## src/hw/rtl/sfc_pkg.sv

```systemverilog
`default_nettype none

package sfc_pkg;

  localparam int unsigned StoreDepth = 12;
  localparam int unsigned NameMaxLen = 8;
  localparam int unsigned ExtMaxLen  = 3;

  localparam logic [7:0] DOT         = 8'h2E;
  localparam logic [7:0] DEL_MARK    = 8'hE5;
  localparam logic [7:0] DEL_SUBST   = 8'h05;
  localparam logic [7:0] CASE_OFFSET = 8'h20;
  localparam logic [7:0] UNDERSCORE  = 8'h5F;
  localparam logic [7:0] SPACE       = 8'h20;

  typedef logic [NameMaxLen-1:0][7:0] name_bytes_t;
  typedef logic [ExtMaxLen-1:0][7:0]  ext_bytes_t;

  typedef struct packed {
    logic [7:0] char_in;
    logic       last;
  } in_word_t;

  typedef struct packed {
    logic        valid_res;
    logic [63:0] name_chars;
    logic [23:0] ext_chars;
  } out_word_t;

  // Snapshot of one complete name, handed from collector to converter.
  typedef struct packed {
    name_bytes_t name_b;
    ext_bytes_t  ext_b;
    logic [3:0]  char_count;
    logic [3:0]  last_dot_pos;
    logic [1:0]  dot_seen_count;
    logic [2:0]  ext_count;
    logic        overflowed;
  } frame_t;

  // Uppercase letters, keep digits, everything else becomes an underscore.
  function automatic logic [7:0] map_byte(input logic [7:0] c);
    logic [7:0] r;
    if (c >= 8'h61 && c <= 8'h7A) begin
      r = c - CASE_OFFSET;
    end else if ((c >= 8'h41 && c <= 8'h5A) || (c >= 8'h30 && c <= 8'h39)) begin
      r = c;
    end else begin
      r = UNDERSCORE;
    end
    return r;
  endfunction

endpackage

`default_nettype wire

```

## src/hw/rtl/sfc_collect.sv

```systemverilog
`default_nettype none

module sfc_collect (
  input  wire                logic      clk_i,
  input  wire                logic      rst_ni,
  input  wire                logic      in_valid_i,
  input  wire sfc_pkg::in_word_t        in_word_i,
  output logic                          in_stall_o,
  input  wire                logic      take_i,
  output logic                          frame_valid_o,
  output sfc_pkg::frame_t               frame_o
);

  sfc_pkg::name_bytes_t name_q, name_n;
  sfc_pkg::ext_bytes_t  ext_q, ext_n;
  logic [3:0] cnt_q, cnt_n;
  logic [3:0] dotpos_q, dotpos_n;
  logic [1:0] dotcnt_q, dotcnt_n;
  logic [2:0] extcnt_q, extcnt_n;
  logic       ovf_q, ovf_n;
  logic       frame_valid_q, frame_valid_d;
  sfc_pkg::frame_t frame_q;
  logic       accept;
  logic       stored;
  logic       is_dot;

  // Hold the input while a finished frame cannot move on.
  assign in_stall_o = frame_valid_q && !take_i;
  assign accept     = in_valid_i && !in_stall_o;

  always_comb begin
    stored   = cnt_q < 4'(sfc_pkg::StoreDepth);
    is_dot   = in_word_i.char_in == sfc_pkg::DOT;
    name_n   = name_q;
    ext_n    = ext_q;
    cnt_n    = cnt_q;
    dotpos_n = dotpos_q;
    dotcnt_n = dotcnt_q;
    extcnt_n = extcnt_q;
    ovf_n    = ovf_q;
    if (stored) begin
      cnt_n = cnt_q + 4'd1;
      if (cnt_q < 4'(sfc_pkg::NameMaxLen)) begin
        name_n[cnt_q[2:0]] = in_word_i.char_in;
      end
      if (is_dot) begin
        dotpos_n = cnt_q;
        extcnt_n = 3'd0;
        if (dotcnt_q != 2'd3) begin
          dotcnt_n = dotcnt_q + 2'd1;
        end
      end else if (extcnt_q <= 3'(sfc_pkg::ExtMaxLen)) begin
        // Count bytes after the last dot; saturate one above the limit.
        if (extcnt_q < 3'(sfc_pkg::ExtMaxLen)) begin
          ext_n[extcnt_q[1:0]] = in_word_i.char_in;
        end
        extcnt_n = extcnt_q + 3'd1;
      end
    end else begin
      ovf_n = 1'b1;
    end
  end

  always_ff @(posedge clk_i) begin
    if (accept) begin
      name_q <= name_n;
      ext_q  <= ext_n;
    end
  end

  always_ff @(posedge clk_i or negedge rst_ni) begin
    if (!rst_ni) begin
      cnt_q    <= '0;
      dotpos_q <= '0;
      dotcnt_q <= '0;
      extcnt_q <= '0;
      ovf_q    <= 1'b0;
    end else if (accept) begin
      if (in_word_i.last) begin
        cnt_q    <= '0;
        dotpos_q <= '0;
        dotcnt_q <= '0;
        extcnt_q <= '0;
        ovf_q    <= 1'b0;
      end else begin
        cnt_q    <= cnt_n;
        dotpos_q <= dotpos_n;
        dotcnt_q <= dotcnt_n;
        extcnt_q <= extcnt_n;
        ovf_q    <= ovf_n;
      end
    end
  end

  always_comb begin
    frame_valid_d = frame_valid_q;
    if (accept && in_word_i.last) begin
      frame_valid_d = 1'b1;
    end else if (take_i) begin
      frame_valid_d = 1'b0;
    end
  end

  always_ff @(posedge clk_i or negedge rst_ni) begin
    if (!rst_ni) begin
      frame_valid_q <= 1'b0;
    end else begin
      frame_valid_q <= frame_valid_d;
    end
  end

  always_ff @(posedge clk_i) begin
    if (accept && in_word_i.last) begin
      frame_q.name_b         <= name_n;
      frame_q.ext_b          <= ext_n;
      frame_q.char_count     <= cnt_n;
      frame_q.last_dot_pos   <= dotpos_n;
      frame_q.dot_seen_count <= dotcnt_n;
      frame_q.ext_count      <= extcnt_n;
      frame_q.overflowed     <= ovf_n;
    end
  end

  assign frame_valid_o = frame_valid_q;
  assign frame_o       = frame_q;

  a_cnt_bound : assert property (@(posedge clk_i) disable iff (!rst_ni)
    cnt_q <= 4'(sfc_pkg::StoreDepth))
    else $error("byte count beyond store depth");

  a_ext_bound : assert property (@(posedge clk_i) disable iff (!rst_ni)
    extcnt_q <= 3'(sfc_pkg::ExtMaxLen + 1))
    else $error("extension count beyond saturation");

  a_dotpos_clear : assert property (@(posedge clk_i) disable iff (!rst_ni)
    dotcnt_q == 2'd0 |-> dotpos_q == 4'd0)
    else $error("dot position set without any dot");

  a_frame_hold : assert property (@(posedge clk_i) disable iff (!rst_ni)
    frame_valid_q && !take_i |=> frame_valid_q)
    else $error("frame dropped before it was taken");

endmodule

`default_nettype wire

```

## src/hw/rtl/sfc_convert.sv

```systemverilog
`default_nettype none

module sfc_convert (
  input  wire                logic      clk_i,
  input  wire                logic      rst_ni,
  input  wire                logic      frame_valid_i,
  input  wire sfc_pkg::frame_t          frame_i,
  output logic                          take_o,
  output logic                          out_valid_o,
  input  wire                logic      out_stall_i,
  output sfc_pkg::out_word_t            out_word_o
);

  logic [3:0] name_len;
  logic [2:0] ext_len;
  logic       ok;
  logic [7:0] b;
  sfc_pkg::out_word_t res;
  sfc_pkg::out_word_t out_q;
  logic       out_valid_q;

  assign take_o = frame_valid_i && (!out_valid_q || !out_stall_i);

  always_comb begin
    if (frame_i.dot_seen_count == 2'd0) begin
      name_len = frame_i.char_count;
      ext_len  = 3'd0;
    end else begin
      name_len = frame_i.last_dot_pos;
      ext_len  = frame_i.ext_count;
    end
    ok = !frame_i.overflowed && frame_i.name_b[0] != sfc_pkg::DOT &&
         name_len <= 4'(sfc_pkg::NameMaxLen) && ext_len <= 3'(sfc_pkg::ExtMaxLen) &&
         frame_i.dot_seen_count < 2'd2;
    res = '0;
    res.valid_res = ok;
    if (ok) begin
      for (int i = 0; i < sfc_pkg::NameMaxLen; i++) begin
        b = sfc_pkg::SPACE;
        if (4'(i) < name_len) begin
          b = frame_i.name_b[3'(i)];
          if (i == 0 && b == sfc_pkg::DEL_MARK) begin
            b = sfc_pkg::DEL_SUBST;
          end
          b = sfc_pkg::map_byte(b);
        end
        res.name_chars[63-8*i -: 8] = b;
      end
      for (int i = 0; i < sfc_pkg::ExtMaxLen; i++) begin
        b = sfc_pkg::SPACE;
        if (3'(i) < ext_len) begin
          b = sfc_pkg::map_byte(frame_i.ext_b[2'(i)]);
        end
        res.ext_chars[23-8*i -: 8] = b;
      end
    end else begin
      b = '0;
    end
  end

  always_ff @(posedge clk_i or negedge rst_ni) begin
    if (!rst_ni) begin
      out_valid_q <= 1'b0;
    end else if (take_o) begin
      out_valid_q <= 1'b1;
    end else if (!out_stall_i) begin
      out_valid_q <= 1'b0;
    end
  end

  always_ff @(posedge clk_i) begin
    if (take_o) begin
      out_q <= res;
    end
  end

  assign out_valid_o = out_valid_q;
  assign out_word_o  = out_q;

  a_reject_zero : assert property (@(posedge clk_i) disable iff (!rst_ni)
    out_valid_q && !out_q.valid_res |-> out_q.name_chars == '0 && out_q.ext_chars == '0)
    else $error("rejected name carries nonzero bytes");

  a_name_nonempty : assert property (@(posedge clk_i) disable iff (!rst_ni)
    out_valid_q && out_q.valid_res |-> out_q.name_chars[63:56] != sfc_pkg::SPACE)
    else $error("accepted name has empty name part");

  a_take_loads : assert property (@(posedge clk_i) disable iff (!rst_ni)
    take_o |=> out_valid_q)
    else $error("taken frame did not reach the result register");

endmodule

`default_nettype wire

```

## src/hw/rtl/short_filename_converter_unit.sv

```systemverilog
// Path: a final byte's result goes via the snapshot register, then the result
//   register. Throughput: one byte word per cycle unless the output stalls;
//   results back to back, no bubbles.
// Reset: byte counts, dot tracking and all valid flags clear; the stored bytes
//   are left as they are and are only read after being written.
`default_nettype none

module short_filename_converter_unit (
  input  wire                logic      clk_i,
  input  wire                logic      rst_ni,
  input  wire                logic      in_valid_i,
  output logic                          in_stall_o,
  input  wire sfc_pkg::in_word_t        in_word_i,
  output logic                          out_valid_o,
  input  wire                logic      out_stall_i,
  output sfc_pkg::out_word_t            out_word_o
);

  // Frame handoff between the byte collector and the 8.3 converter.
  logic            frame_valid;
  sfc_pkg::frame_t frame;
  logic            take;

  // Collect bytes of the current name; on the final byte snapshot the
  // name part, extension bytes, counts and dot tracking into one frame.
  sfc_collect u_collect (
    .clk_i         (clk_i),
    .rst_ni        (rst_ni),
    .in_valid_i    (in_valid_i),
    .in_word_i     (in_word_i),
    .in_stall_o    (in_stall_o),
    .take_i        (take),
    .frame_valid_o (frame_valid),
    .frame_o       (frame)
  );

  // Check the frame, map and pad the bytes, and hold the result word until
  // the downstream side takes it. A new frame advances whenever the result
  // register is empty or draining, so the input only stalls when both the
  // frame and the result are stuck.
  sfc_convert u_convert (
    .clk_i         (clk_i),
    .rst_ni        (rst_ni),
    .frame_valid_i (frame_valid),
    .frame_i       (frame),
    .take_o        (take),
    .out_valid_o   (out_valid_o),
    .out_stall_i   (out_stall_i),
    .out_word_o    (out_word_o)
  );

endmodule

`default_nettype wire
```

## config.mk

```make
export PLATFORM = sky130hd
export DESIGN_NAME = short_filename_converter_unit
export DESIGN_NICKNAME = d
export VERILOG_FILES = /design/src/hw/rtl/sfc_pkg.sv /design/src/hw/rtl/sfc_collect.sv /design/src/hw/rtl/sfc_convert.sv /design/src/hw/rtl/short_filename_converter_unit.sv
export SDC_FILE = /design/constraint.sdc
export NUM_CORES = 1
export LEC_CHECK = 0
export BUFFER_PORTS_ARGS = -buffer_cell sky130_fd_sc_hd__buf_2
export CORE_ASPECT_RATIO = 1.4
export CORE_MARGIN = 2
export CORE_UTILIZATION = 35
export DETAILED_ROUTE_END_ITERATION = 8
export GPL_TIMING_DRIVEN = 0
export PLACE_DENSITY_LB_ADDON = 0.25
export SLEW_MARGIN = 10
export SYNTH_ARGS = -nofsm -noshare
export SYNTH_HDL_FRONTEND = slang
export SYNTH_SLANG_ARGS = --single-unit
```

## constraint.sdc

```tcl
create_clock -name clk_i -period 6.4 [get_ports clk_i]
set_input_delay 1.28 -clock clk_i [delete_from_list [all_inputs] [get_ports clk_i]]
set_output_delay 1.28 -clock clk_i [all_outputs]
set_load 0.05 [all_outputs]
```

==> results_dict.tcl <==
set metrics [dict create \
    critical_path.startpoint "out_stall_i" \
    crit_path_end "in_stall_o" \
    clk_path_buf_depth 2 \
    max_cap_violations 0 \
    gr-total-overflow 0 \
    die_area_sq_um 25600 \
    hp-class "flip-flop to flip-flop" \
    crit_fanout 3 \
    power_density_nw_per_um2 331 \
    io-pin-count 104 \
    antenna_found_initial 0 \
    rsz0062_at_grt "false" \
    antenna_cells 0 \
    syn_avg_cell_area_sq_um 13.4 \
    wl_per_cell_um 15.8 \
    coreArea_sq_um 24000 \
    rr_endpoint "u_convert.out_word_o[83]$_SDFFCE_PN0P_" \
    stdcell_area_sq_um 10100 \
    synth_edf_count 160 \
    tns_ns 0 \
    yosys_warnings 0 \
    start_kind "primary input" \
    grt_pass1_vias 5062 \
    first_iter_violations 268 \
    finalHoldViolations 0 \
    postCtsHoldBufs 0 \
    initial_core_util_pct 35.5 \
    post-route-worst-setup-slack_ns 3.27 \
    worstMarginPinSlew_ns 1.05 \
    ctsResizeCount 0 \
    cts_tree "built" \
    synth_seq_cells 176 \
    cts_root_buf "clkbuf_16" \
    yosysSeqAreaShare_pct 61.1 \
    drc_errors 0 \
    vias_per_cell 4.84 \
    post_cts_buffers 0 \
    setup.worst_path.class "primary input to primary output" \
    grt_pass1_wl_um 27000 \
    worstPathRequired_ns 5.12 \
    htree_levels 4 \
    reg2reg_from "u_collect.frame_o[44]$_DFFE_PP_" \
    async_flop_share_pct 9.09 \
    track_usage_pct 13.8 \
    ir_worst_vdd_uv 186 \
    setup_viol 0 \
    postSynthCellCount 636 \
    dp_hpwl_um 12200 \
    syn-cell-area_sq_um 8520 \
    period_needed_ns 3.13 \
    die_w_um 136 \
    die_y_um 189 \
    utilization_pct 42.3 \
    arrival_ns 1.85 \
    antenna_left 0 \
    dr_total_vias 5256 \
    dp_slack_ns 3.05 \
    cts_buffers 17 \
    cts.clk_slew.worst_paths_ns 0.07 \
    drive_above_1_share_pct 30.3 \
    slew_headroom_pct 29.5 \
    finalCritPeriodShare_pct 48.9 \
    end_kind "primary output" \
    drv_slew 0 \
    reg2reg_depth 10 \
    rrSetupSlack_ns 3.92 \
    fmax_ghz 0.319 \
    yosys_most_used_dff "edfxtp_1" \
    routed_wirelength_um 17200 \
    nNetsFinal 797 \
    placed_cells 1053 \
    outcome "finished, final reports clean" \
    fin_cells 1085 \
    p_leak_uw 0.00396 \
    grt_max_degree 31 \
    rows 67 \
    finClkSkew_ns 0.00851 \
    place_congestion 0.812 \
    placed_area_sq_um 9510 \
    synth_cell_types 75 \
    first_pass_iters 4 \
    area_delta_synth_final_pct 19.1 \
    cts_sinks 176 \
    numPortBuffers 68 \
    insertion_delay_ns 0.43 \
]
per-stage QoR:
step / hold slack (ns) / total power, uW
2_1_floorplan: 0.443 / 2110
3_3_place_gp: 0.468 / 2260
3_5_place_dp: 0.480 / 2280
4_1_cts: 0.494 / 3390
5_1_grt: 0.508 / 3520
6_report: 0.492 / 3360
area by class of cell:
cell class	count	area (sq um)
well taps	310	388
repair buffers	73	455
fillers	2204	13800
clock inverters	15	210
inverters	31	118
flip-flops and latches	176	5200
clock buffers	17	425
multi-input cells	411	2990
plain buffers	52	360
kinds of logic (layout without fill, tap and decap cells):
kind of cell | after synthesis | in the layout | share of synthesized area [%]
and+or+nand+nor | 166 | 166 | 11.6
xor gates and xnor gates | 2 | 2 | 0.206
adders and majority gates | 22 | 22 | 3.23
buffers and inverters | 83 | 188 | 5.59
other | 1 | 35 | 0.0440
muxes | 52 | 52 | 6.83
AOI/OAI and AO/OA | 134 | 134 | 11.5
DFF | 176 | 176 | 61.1
layout by cell type, fill, tap and decap left out, types with 22 or more instances in the layout:
cell	instances
a21oi_1	29
buf_2	71
buf_4	39
conb_1	35
edfxtp_1	160
ha_1	22
inv_1	30
mux2_2	49
nand2_1	43
nor2_1	31
o21a_1	29
critical path, cell delays in order:
cell     delay [ns]
buf_2          0.12
nand3_1        0.12
inv_1          0.07
buf_2          0.25
report_power, final:
group / switching [uW] / total (uW) / internal [uW]
clock: 449 / 1110 / 659
combinational: 432 / 698 / 267
sequential: 81.8 / 1550 / 1470
synthesized netlist by cell type (3+ instances only):
library cell | number | share of area, %
mux2_2 | 49 | 6.5
dfrtp_1 | 16 | 4.7
a21o_1 | 7 | 0.62
a31o_2 | 3 | 0.31
and2_1 | 5 | 0.37
nand2_1 | 43 | 1.9
o22ai_1 | 4 | 0.29
nand4_1 | 3 | 0.22
o21a_1 | 29 | 2.6
o31ai_1 | 7 | 0.62
nand3_1 | 9 | 0.53
nor3_1 | 7 | 0.41
nor2b_1 | 3 | 0.22
buf_2 | 3 | 0.18
a31oi_1 | 3 | 0.22
o21ai_0 | 18 | 1.1
nor4b_1 | 4 | 0.41
clkbuf_1 | 8 | 0.35
a2111oi_2 | 4 | 0.70
nor3_4 | 4 | 0.76
buf_4 | 39 | 3.4
nor4_1 | 4 | 0.29
a21oi_1 | 29 | 1.7
mux2i_1 | 3 | 0.35
edfxtp_1 | 160 | 56
ha_1 | 22 | 3.2
nand2b_1 | 10 | 0.73
a22oi_1 | 5 | 0.44
and3_1 | 8 | 0.59
and4_1 | 3 | 0.31
nor3b_1 | 5 | 0.44
nor2_1 | 32 | 1.4
inv_1 | 30 | 1.3
a211oi_1 | 3 | 0.26
flip-flops by register name (all words and copies together), names as in the netlist, 2 cells and up:
name	flops
u_collect.ext_q	16
u_collect.dotcnt_q	2
u_collect.extcnt_q	3
u_collect.name_q	32
u_convert.out_word_o	50
u_collect.cnt_q	4
u_collect.dotpos_q	4
u_collect.frame_o	62
routing by layer:
layer / up-vias / routed length [um] / track usage (%)
met5: - / 0 / 0
met2: 116 / 8640 / 23.7
li1: 2582 / - / -
met4: 0 / 435 / 5.93
met1: 2529 / 7430 / 16.4
met3: 29 / 648 / 2.96
worst min path at each step:
stage          slack, ns                                end  cells past startpoint                                 from
3_3_place_gp        0.47  u_convert.out_valid_o$_DFFE_PN0P_                      1  u_collect.frame_valid_o$_DFFE_PN0P_
2_1_floorplan       0.44  u_convert.out_valid_o$_DFFE_PN0P_                      1  u_collect.frame_valid_o$_DFFE_PN0P_
3_5_place_dp        0.48  u_convert.out_valid_o$_DFFE_PN0P_                      1  u_collect.frame_valid_o$_DFFE_PN0P_
6_report            0.49  u_convert.out_valid_o$_DFFE_PN0P_                      1  u_collect.frame_valid_o$_DFFE_PN0P_
5_1_grt             0.51  u_convert.out_valid_o$_DFFE_PN0P_                      1  u_collect.frame_valid_o$_DFFE_PN0P_
4_1_cts             0.49  u_convert.out_valid_o$_DFFE_PN0P_                      1  u_collect.frame_valid_o$_DFFE_PN0P_
Note: power is estimated with default switching activity, not from simulation.
